**src/rtl/sfr_pkg.sv**
```systemverilog
// Shared types and constants for the serial frame receiver.
// Holds the request and response beat structs and the register map.
// No dependencies.
`default_nettype none

package sfr_pkg;

   // Frame bytes kept for the payload store (frame positions 3 onward)
   localparam int PAYLOAD_BYTES = 4;

   // Width of the packed payload word reported on a good frame
   localparam int WORD_BYTES = 4;

   // First frame position that lands in the payload store
   localparam int FIRST_DATA_POS = 3;

   // Register indexes on the configuration port
   localparam logic REG_HEADER_VALUE  = 1'b0;
   localparam logic REG_TIMEOUT_LIMIT = 1'b1;

   localparam logic [7:0]  HEADER_RESET  = 8'd0;
   localparam logic [15:0] TIMEOUT_RESET = 16'd100;
   localparam logic [15:0] TICK_MAX      = 16'hFFFF;

   // Item kinds
   localparam logic OP_BYTE = 1'b0;
   localparam logic OP_TICK = 1'b1;

   typedef struct packed {
      logic       operation;
      logic [7:0] rx_byte;
   } req_type;

   typedef struct packed {
      logic        byte_accepted;
      logic        frame_error;
      logic        timed_out;
      logic        frame_done;
      logic [7:0]  frame_length;
      logic [7:0]  command_code;
      logic [31:0] payload_word;
   } rsp_type;

endpackage

`default_nettype wire

```
**src/rtl/serial_frame_receiver.sv**
```systemverilog
// Serial frame receiver: header / length / command / data / checksum parser
// with tick-driven timeout, output register plus skid stage.
// Depends on sfr_pkg.
//
//   channel  | ports                                   | direction
//   ---------+-----------------------------------------+-----------
//   request  | req_valid, req_ready, req_payload       | in
//   response | rsp_valid, rsp_ready, rsp_payload       | out
//   config   | psel, penable, pwrite, paddr, pwdata,   | in / out
//            | prdata, pready                          |
//
// Each beat (byte or tick) is parsed combinationally: the running checksum and
// the state registers update at acceptance, the result lands in the output
// register. One beat per cycle is sustained while rsp_ready stays high.
// A skid stage holds one more result, so a beat is taken while a result
// waits; req_ready falls only when both stages are full.
// Synchronous reset clears the parser, the registers and both stages.
`default_nettype none

module serial_frame_receiver
   import sfr_pkg::*;
(
   input  wire logic        clock,
   input  wire logic        reset,
   input  wire logic        req_valid,
   output logic             req_ready,
   input  wire req_type     req_payload,
   output logic             rsp_valid,
   input  wire logic        rsp_ready,
   output rsp_type          rsp_payload,
   input  wire logic        psel,
   input  wire logic        penable,
   input  wire logic        pwrite,
   input  wire logic [2:0]  paddr,
   input  wire logic [31:0] pwdata,
   output logic [31:0]      prdata,
   output logic             pready
);

   localparam logic [1:0] PH_IDLE    = 2'd0;
   localparam logic [1:0] PH_HEADER  = 2'd1;
   localparam logic [1:0] PH_LENGTH  = 2'd2;
   localparam logic [1:0] PH_COMMAND = 2'd3;

   logic [7:0]  header_ff;
   logic [15:0] limit_ff;

   logic [1:0]  phase_ff, phase_in;
   logic [7:0]  count_ff, count_in;
   logic [7:0]  len_ff, len_in;
   logic [7:0]  sum_ff, sum_in;
   logic [7:0]  cmd_ff, cmd_in;
   logic [7:0]  store_ff [PAYLOAD_BYTES];
   logic [7:0]  store_in [PAYLOAD_BYTES];
   logic        armed_ff, armed_in;
   logic [15:0] tick_ff, tick_in;

   rsp_type     result;
   rsp_type     out_ff, skid_ff;
   logic        out_valid_ff, skid_valid_ff;

   logic        accept;
   logic        out_free;
   logic        cfg_write;
   logic        reg_sel;

   logic [15:0] tick_next;
   logic [7:0]  want;
   logic        clear;

   // ---------------- configuration port ----------------
   assign pready    = 1'b1;
   assign cfg_write = psel && penable && pwrite && pready;
   assign reg_sel   = paddr[2];

   always_comb begin
      case (reg_sel)
         REG_HEADER_VALUE:  prdata = {24'd0, header_ff};
         REG_TIMEOUT_LIMIT: prdata = {16'd0, limit_ff};
         default:           prdata = 32'd0;
      endcase
   end

   always_ff @(posedge clock) begin
      if (reset) begin
         header_ff <= HEADER_RESET;
         limit_ff  <= TIMEOUT_RESET;
      end else if (cfg_write) begin
         case (reg_sel)
            REG_HEADER_VALUE:  header_ff <= pwdata[7:0];
            REG_TIMEOUT_LIMIT: limit_ff  <= pwdata[15:0];
            default: ;
         endcase
      end
   end

   // ---------------- handshake ----------------
   assign req_ready   = !skid_valid_ff;
   assign accept      = req_valid && req_ready;
   assign out_free    = !out_valid_ff || rsp_ready;
   assign rsp_valid   = out_valid_ff;
   assign rsp_payload = out_ff;

   // ---------------- parser ----------------
   assign tick_next = (tick_ff < TICK_MAX) ? tick_ff + 16'd1 : tick_ff;

   always_comb begin
      if (len_ff >= 8'd4) begin
         want = sum_ff;
      end else if (len_ff == 8'd3) begin
         want = sum_ff - cmd_ff;
      end else if (len_ff == 8'd2) begin
         want = sum_ff - cmd_ff - len_ff;
      end else begin
         want = 8'd0;
      end
   end

   always_comb begin
      phase_in = phase_ff;
      count_in = count_ff;
      len_in   = len_ff;
      sum_in   = sum_ff;
      cmd_in   = cmd_ff;
      armed_in = armed_ff;
      tick_in  = tick_ff;
      for (int k = 0; k < PAYLOAD_BYTES; k++) begin
         store_in[k] = store_ff[k];
      end
      clear  = 1'b0;
      result = '0;

      if (req_payload.operation == OP_TICK) begin
         if (armed_ff) begin
            tick_in = tick_next;
            if (tick_next >= limit_ff) begin
               clear            = 1'b1;
               result.timed_out = 1'b1;
            end
         end
      end else begin
         armed_in = 1'b1;
         tick_in  = 16'd0;
         count_in = count_ff + 8'd1;
         case (phase_ff)
            PH_IDLE: begin
               result.byte_accepted = (req_payload.rx_byte == header_ff);
               if (result.byte_accepted) begin
                  phase_in = PH_HEADER;
               end
            end
            PH_HEADER: begin
               len_in               = req_payload.rx_byte;
               phase_in             = PH_LENGTH;
               result.byte_accepted = 1'b1;
            end
            PH_LENGTH: begin
               cmd_in               = req_payload.rx_byte;
               phase_in             = PH_COMMAND;
               result.byte_accepted = 1'b1;
            end
            default: begin
               result.byte_accepted = 1'b1;
               if (count_in >= len_ff) begin
                  if (want != req_payload.rx_byte) begin
                     result.byte_accepted = 1'b0;
                     result.frame_error   = 1'b1;
                  end else begin
                     result.frame_done = 1'b1;
                  end
               end
            end
         endcase

         if (result.byte_accepted) begin
            // frame position of this byte is the count before the increment
            sum_in = sum_ff + req_payload.rx_byte;
            for (int k = 0; k < PAYLOAD_BYTES; k++) begin
               if (count_ff == 8'(FIRST_DATA_POS + k)) begin
                  store_in[k] = req_payload.rx_byte;
               end
            end
         end else begin
            clear = 1'b1;
         end

         if (result.frame_done) begin
            result.frame_length = len_in;
            result.command_code = cmd_in;
            for (int k = 0; k < WORD_BYTES; k++) begin
               if (k < PAYLOAD_BYTES) begin
                  result.payload_word[8*(WORD_BYTES-1-k) +: 8] = store_in[k];
               end
            end
            clear = 1'b1;
         end
      end

      if (clear) begin
         phase_in = PH_IDLE;
         count_in = 8'd0;
         len_in   = 8'd0;
         sum_in   = 8'd0;
         armed_in = 1'b0;
         tick_in  = 16'd0;
      end
   end

   always_ff @(posedge clock) begin
      if (reset) begin
         phase_ff <= PH_IDLE;
         count_ff <= 8'd0;
         len_ff   <= 8'd0;
         sum_ff   <= 8'd0;
         cmd_ff   <= 8'd0;
         armed_ff <= 1'b0;
         tick_ff  <= 16'd0;
         for (int k = 0; k < PAYLOAD_BYTES; k++) begin
            store_ff[k] <= 8'd0;
         end
      end else if (accept) begin
         phase_ff <= phase_in;
         count_ff <= count_in;
         len_ff   <= len_in;
         sum_ff   <= sum_in;
         cmd_ff   <= cmd_in;
         armed_ff <= armed_in;
         tick_ff  <= tick_in;
         for (int k = 0; k < PAYLOAD_BYTES; k++) begin
            store_ff[k] <= store_in[k];
         end
      end
   end

   // ---------------- output register and skid stage ----------------
   always_ff @(posedge clock) begin
      if (reset) begin
         out_valid_ff  <= 1'b0;
         skid_valid_ff <= 1'b0;
      end else if (accept && out_free) begin
         out_valid_ff <= 1'b1;
      end else if (accept) begin
         skid_valid_ff <= 1'b1;
      end else if (out_free) begin
         // advance the held beat, or drain
         out_valid_ff  <= skid_valid_ff;
         skid_valid_ff <= 1'b0;
      end
   end

   always_ff @(posedge clock) begin
      if (accept && out_free) begin
         out_ff <= result;
      end else if (accept) begin
         skid_ff <= result;
      end else if (out_free && skid_valid_ff) begin
         out_ff <= skid_ff;
      end
   end

   // ---------------- assertions ----------------
   a_skid_behind_out: assert property (@(posedge clock) disable iff (reset)
      skid_valid_ff |-> out_valid_ff)
      else $error("skid stage holds a beat while the output stage is empty");

   a_one_outcome: assert property (@(posedge clock) disable iff (reset)
      rsp_valid |-> $onehot0({out_ff.frame_error, out_ff.timed_out, out_ff.frame_done}))
      else $error("more than one outcome flag in a result");

   a_done_accepted: assert property (@(posedge clock) disable iff (reset)
      (rsp_valid && out_ff.frame_done) |-> out_ff.byte_accepted)
      else $error("completed frame without its final byte accepted");

   a_idle_count: assert property (@(posedge clock) disable iff (reset)
      (phase_ff == PH_IDLE) |-> (count_ff == 8'd0 && sum_ff == 8'd0))
      else $error("idle parser holds a byte count or checksum");

   a_tick_disarmed: assert property (@(posedge clock) disable iff (reset)
      (accept && req_payload.operation == OP_TICK && result.timed_out) |=> !armed_ff)
      else $error("timeout left the tick counter armed");

endmodule

`default_nettype wire
```
**config.mk**
```make
export PLATFORM = sky130hd
export DESIGN_NAME = serial_frame_receiver
export DESIGN_NICKNAME = d
export VERILOG_FILES = /design/src/rtl/sfr_pkg.sv /design/src/rtl/serial_frame_receiver.sv
export SDC_FILE = /design/constraint.sdc
export NUM_CORES = 1
export LEC_CHECK = 0
export ABC_CLOCK_PERIOD_IN_PS = 4600
export BUFFER_PORTS_ARGS = -buffer_cell sky130_fd_sc_hd__clkbuf_2
export CAP_MARGIN = 10
export CORE_ASPECT_RATIO = 0.6
export CORE_UTILIZATION = 53
export CTS_CLUSTER_DIAMETER = 80
export DETAILED_ROUTE_END_ITERATION = 7
export PLACE_DENSITY = 0.86
export SKIP_CTS_REPAIR_TIMING = 1
export SLEW_MARGIN = 20
export SYNTH_ARGS = -nofsm -noshare
export SYNTH_HDL_FRONTEND = slang
export SYNTH_SLANG_ARGS = --single-unit
```
**constraint.sdc**
```tcl
create_clock -name clock -period 4.6 [get_ports clock]
set_clock_uncertainty 0.15 [all_clocks]
set_input_delay 0.23 -clock clock [delete_from_list [all_inputs] [get_ports clock]]
set_output_delay 0.23 -clock clock [all_outputs]
set_load 0.02 [all_outputs]
```
Yosys cells after proc, flatten, opt, wreduce, memory -nomap -nowiden
Memories as Yosys holds them, arrays and structs flattened.
Cells that the tools add are included.

storage, ports and cells
  register bits = 181
  memory bits (writable) = 32
  bits of input ports = 51
  logic and storage cells = 147
  memories = 1

cells by class
  add/subtract/negate cells = 5
  order comparisons = 4
  equality and inequality tests = 14
  muxes and demuxes = 64
  bitwise logic cells = 7
  reductions and logical operators = 27

memory list
  name      depth  bits a word  rd ports  clocked after memory_dff  wr ports  RTL line                     source
  store_ff  4      8            4         0                         4         serial_frame_receiver.sv:53  logic [7:0] store_ff [PAYLOAD_BYTES];

operator list
  kind                     number
  $mux W8                  20
  $mux W52                 3
  $mux W16                 4
  $mux W32                 2
  $pmux W32 S2             1
  $mux W49                 1
  $mux W48                 1
  $eq A8 B2 Y1 const B     3
  $eq A8 B3 Y1 const B     3
  $mux W1                  24
  $reduce_and A2 Y1        9
  $add A16 B1 Y16 const B  1
  $ge A16 B16 Y1           1
  $lt A16 B16 Y1 const B   1
  $sub A8 B8 Y8            2
  $mux W2                  6
  $add A8 B1 Y8 const B    1
  $add A8 B8 Y8            1
  $eq A8 B8 Y1             1
  $ge A8 B3 Y1 const B     1
  $ge A8 B8 Y1             1
  $ne A8 B8 Y1             1
  $reduce_bool A2 Y1       4
  $pmux W2 S3              1
  other kinds (17)         28

Longest topological paths before layout
  word-level depth = 15
  gate-level depth with buffers = 21

Worst setup path after synthesis
Ideal clock, no wire load.

  kind = register to register
  start point = reg sum_ff[0]
  end point = reg out_ff (netlist bit rsp_payload[21]) (data pin)
  library setup time = 0.264 ns
  data arrival time = 4.632 ns
  path slack = -0.446 ns
  cell stages (with the launch flop) = 18
  clock period less this slack = 5.046 ns
  cell sequence = dfxtp_1 -> inv_1 -> ha_1 -> fa_1 -> nand2b_1 -> a211oi_1 -> nor2_1 -> ha_1 -> or2_2 -> o41ai_1 -> mux2i_1 -> mux2i_1 -> or4_1 -> a2111oi_4 -> o2111a_1 -> buf_2 -> mux2i_1 -> o2bb2ai_1

between the ends
  longest elaborated chain between the ends = 14
  elaborated cells on any way between the ends = 18

ends and longest elaborated chain
  element                 RTL line                                                    source
  from (decl)             serial_frame_receiver.sv:51                                 logic [7:0] sum_ff, sum_in;
  from (signal assigned)  serial_frame_receiver.sv:225                                sum_ff <= sum_in;
  $sub A8 B8 Y8           serial_frame_receiver.sv:111, serial_frame_receiver.sv:113
  $sub A8 B8 Y8           serial_frame_receiver.sv:113                                want = sum_ff - cmd_ff - len_ff;
  $mux W8                 serial_frame_receiver.sv:112                                end else if (len_ff == 8'd2) begin
  $mux W8                 serial_frame_receiver.sv:110                                end else if (len_ff == 8'd3) begin
  $mux W8 *               serial_frame_receiver.sv:108                                if (len_ff >= 8'd4) begin
  $ne A8 B8 Y1 *          serial_frame_receiver.sv:165                                if (want != req_payload.rx_byte) begin
  $mux W2                 serial_frame_receiver.sv:165
  $mux W2                 serial_frame_receiver.sv:164                                if (count_in >= len_ff) begin
  $pmux W1 S2             serial_frame_receiver.sv:145                                case (phase_ff)
  $mux W1                 serial_frame_receiver.sv:133                                if (req_payload.operation == OP_TICK) begin
  $mux W32                serial_frame_receiver.sv:175                                if (result.byte_accepted) begin
  $mux W48 *              serial_frame_receiver.sv:187                                if (result.frame_done) begin
  $mux W49 *              serial_frame_receiver.sv:133
  $mux W52 *              serial_frame_receiver.sv:252                                if (accept && out_free) begin
  to (signal assigned)    serial_frame_receiver.sv:253                                out_ff <= result;
  to (signal assigned)    serial_frame_receiver.sv:257                                out_ff <= skid_ff;
  to (decl)               serial_frame_receiver.sv:59                                 rsp_type out_ff, skid_ff;

Every way passes the cells marked *; elsewhere a longest branch is shown, timed or not. The select of a mux whose other input is x is not followed.
A chain may end at the register's enable or synchronous reset.

==> qor.yml <==
violations: "negative setup slack"
fp.dieW_um: 190.6
worstSetupPathType: "reg2reg"
hp-class: "in2reg"
cts_root_buf: "clkbuf_16"
first_global_vias: 8506
async_reset_ff_share_pct: 0
place_congestion: 0.9929
dp_cells: 1474
grt_first_pass_wirelength_um: 45490
drtIter0Drc: 1091
intPower_mw: 3.389
vias: 9501
fillers: 1418
clockBufferDepth: 3
fin_cells: 1533
grt_max_degree: 53
drt_wl_total_um: 32120
post-route-period-util_pct: 110.7
synth_edf_count: 136
antenna_found_initial: 0
yosys.area_share.adder_pct: 6.944
layout.nets: 1357
vias_per_cell: 6.198
fin_ws_ns: -0.4941
synthMuxAreaShare_pct: 7.651
synth_commonest_cells: "155 x nor2_1, 136 x edfxtp_1, 101 x nand2_1"
drv_slew: 0
yosys_warnings: 0
final_hold_viol_count: 0
fmax_mhz: 196.3
leakagePower_nw: 5.147
pwr-share-clk_pct: 39.8
track_usage_pct: 26.68
synth-seq-cells: 213
drv_cap: 0
vdd_drop_max_mv: 0.2553
status: "complete, but fails checks"
syn_area_per_cell_um2: 10.37
worstMarginPinSlew_ns: 1.091
port_buffers: 102
finalPower_mw: 4.567
cp-end-kind: "register"
path_max_fanout: 8
ys.flop_type: "edfxtp_1"
setup_viol: 158
cp_data_arrival_time_ns: 5.20
share_comb_of_total_power_pct: 11.5
synth_top_family_by_area: "simple AND/OR/NAND/NOR gates"
swShare_pct: 25.80
start_util_pct: 55.28
wl_per_cell_um: 20.95
synth_most_common_cell: "nor2_1"
crit_required_ns: 4.71
synthSimpleGateAreaFrac_pct: 14.33
antenna_cells: 0
ios: 138
rsz0062_at_grt: "true"
htree_levels: 1
synthXorXnorAreaFrac_pct: 2.786
mappedNetlistArea_mm2: 0.01132
numCtsBuffers: 21
overflow: 0
die-area_mm2: 0.02196
antenna_left: 0
clkTransAtPathRegs_ns: 0.07
firstDrtPassIters: 8
num_rows: 40
cts_tree: "built"
cts.sink_count: 213
drc_errors: 0
preCtsSetupSlack_ns: -0.3301
ys_types: 74
relSlewSlack_pct: 27.11
yosysSeqAreaShare_pct: 49.71
area_delta_synth_final_pct: 21.59
synth_top_area_share_pct: 36.09
synth_compound_area_share_pct: 13.62
synth_cells: 1091
power_density_mw_per_mm2: 331.9
period_needed_ns: 5.094
core-area_mm2: 0.02047
switchingPower_mw: 1.178
synth.area.top_cells: "edfxtp_1 36%, dfxtp_1 14%, ha_1 6.4%"
die_h_um: 115.2
cp-start-kind: "register"
drive_gt1_share_pct: 23.49
dp_hpwl_um: 20530
seqPwrFrac_pct: 48.6
worstSkewPairLatency_ns: 0.51
yosysTopAreaCell: "edfxtp_1"
==> critical path, stage by stage (launching register included) <==
cell and delay, ns:
dfxtp_1 0.39, inv_1 0.09, ha_1 0.30, buf_4 0.17, a2111oi_0 0.51, a311oi_2 0.12
inv_1 0.11, ha_1 0.28, o21ai_1 0.14, o21bai_1 0.09, o41ai_2 0.08, mux2i_2 0.37
mux2i_1 0.13, or4_4 0.50, a2111oi_4 0.36, buf_12 0.19, o2111a_1 0.26, buf_12 0.19
mux2i_2 0.30, nor2_1 0.10
==> cell type report <==
cell class	count	area, um2	share of cell area [%]
Sequential cell	213	5627	40.89
Multi-Input combinational cell	767	5595	40.67
Timing Repair Buffer	185	1269	9.221
Clock buffer	26	554.3	4.028
Tap cell	273	341.6	2.483
Inverter	57	214.0	1.555
Clock inverter	12	158.9	1.155
==> power by group through the flow <==
stage,registers (mW),clock network (mW),logic [mW]
2_1_floorplan,2.33,0,0.236
3_3_place_gp,2.25,0,0.470
3_5_place_dp,2.25,0,0.484
4_1_cts,2.21,1.81,0.488
5_1_grt,2.23,1.89,0.557
6_report,2.22,1.82,0.526
==> worst paths after layout <==
check                             startpoint            to  slack (ns)  cells past startpoint
worst min register to register  limit_ff[12]  limit_ff[12]        0.31                      2
worst max register to register     cmd_ff[5]    skid_ff[4]       -0.49                     19
worst min-delay path                   reset    tick_ff[4]        0.13                      2
worst max-delay path               cmd_ff[5]    skid_ff[4]       -0.49                     19
==> metal layers <==
layer | up-vias | global-route usage [%] | share of wire [%]
li1 | 4197 | - | -
met1 | 4555 | 39.35 | 41
met2 | 647 | 40.78 | 44
met3 | 102 | 4.457 | 11
met4 | 0 | 7.040 | 3.5
met5 | - | 0 | 0
==> per-stage QoR <==
step	util [%]	hold WS [ns]	setup TNS [ns]	cell area, um2
after floorplan	-	0.1978	-3.936	11510
after global placement	61.29	0.2919	-7.258	12550
after detailed placement	61.29	0.2986	-26.17	12550
after CTS	64.77	-0.2193	-29.02	13260
after global routing	67.22	0.1425	-73.38	13760
final	67.22	0.1305	-49.09	13760
==> cell families (layout without fill, tap and decap cells) <==
family                     after synthesis  count (layout)
adders and majority gates               61              61
and+or+nand+nor                        360             360
DFF                                    213             213
AOI/OAI and AO/OA                      210             210
xor gates and xnor gates                36              36
other                                    2              17
buffers and inverters                  126             280
muxes                                   83              83
==> flip-flops by register name (all words and copies together) (netlist names), 2 cells and up <==
name / flops
rsp_payload: 52
skid_ff: 52
store_ff: 32
limit_ff: 16
tick_ff: 16
cmd_ff: 8
count_ff: 8
header_ff: 8
len_ff: 8
sum_ff: 8
phase_ff: 2
==> layout by cell type, fill, tap and decap left out, types with 11 or more instances in the layout <==
| cell type | instances |
|---|---|
| nand2b_1 | 14 |
| edfxtp_1 | 136 |
| a21oi_1 | 63 |
| and3_1 | 12 |
| buf_4 | 57 |
| nand2_1 | 100 |
| mux2i_1 | 23 |
| o21ai_0 | 18 |
| mux2i_2 | 14 |
| nor2_1 | 149 |
| o2bb2ai_1 | 34 |
| ha_1 | 56 |
| inv_1 | 54 |
| clkbuf_2 | 102 |
| dlygate4sd3_1 | 19 |
| a22o_1 | 11 |
| nand3_1 | 16 |
| conb_1 | 17 |
| mux2i_4 | 18 |
| mux2_2 | 28 |
| clkbuf_16 | 21 |
| xnor2_1 | 26 |
| dfxtp_1 | 76 |
| nand4_1 | 11 |
Power figures use the tool's default switching activity.
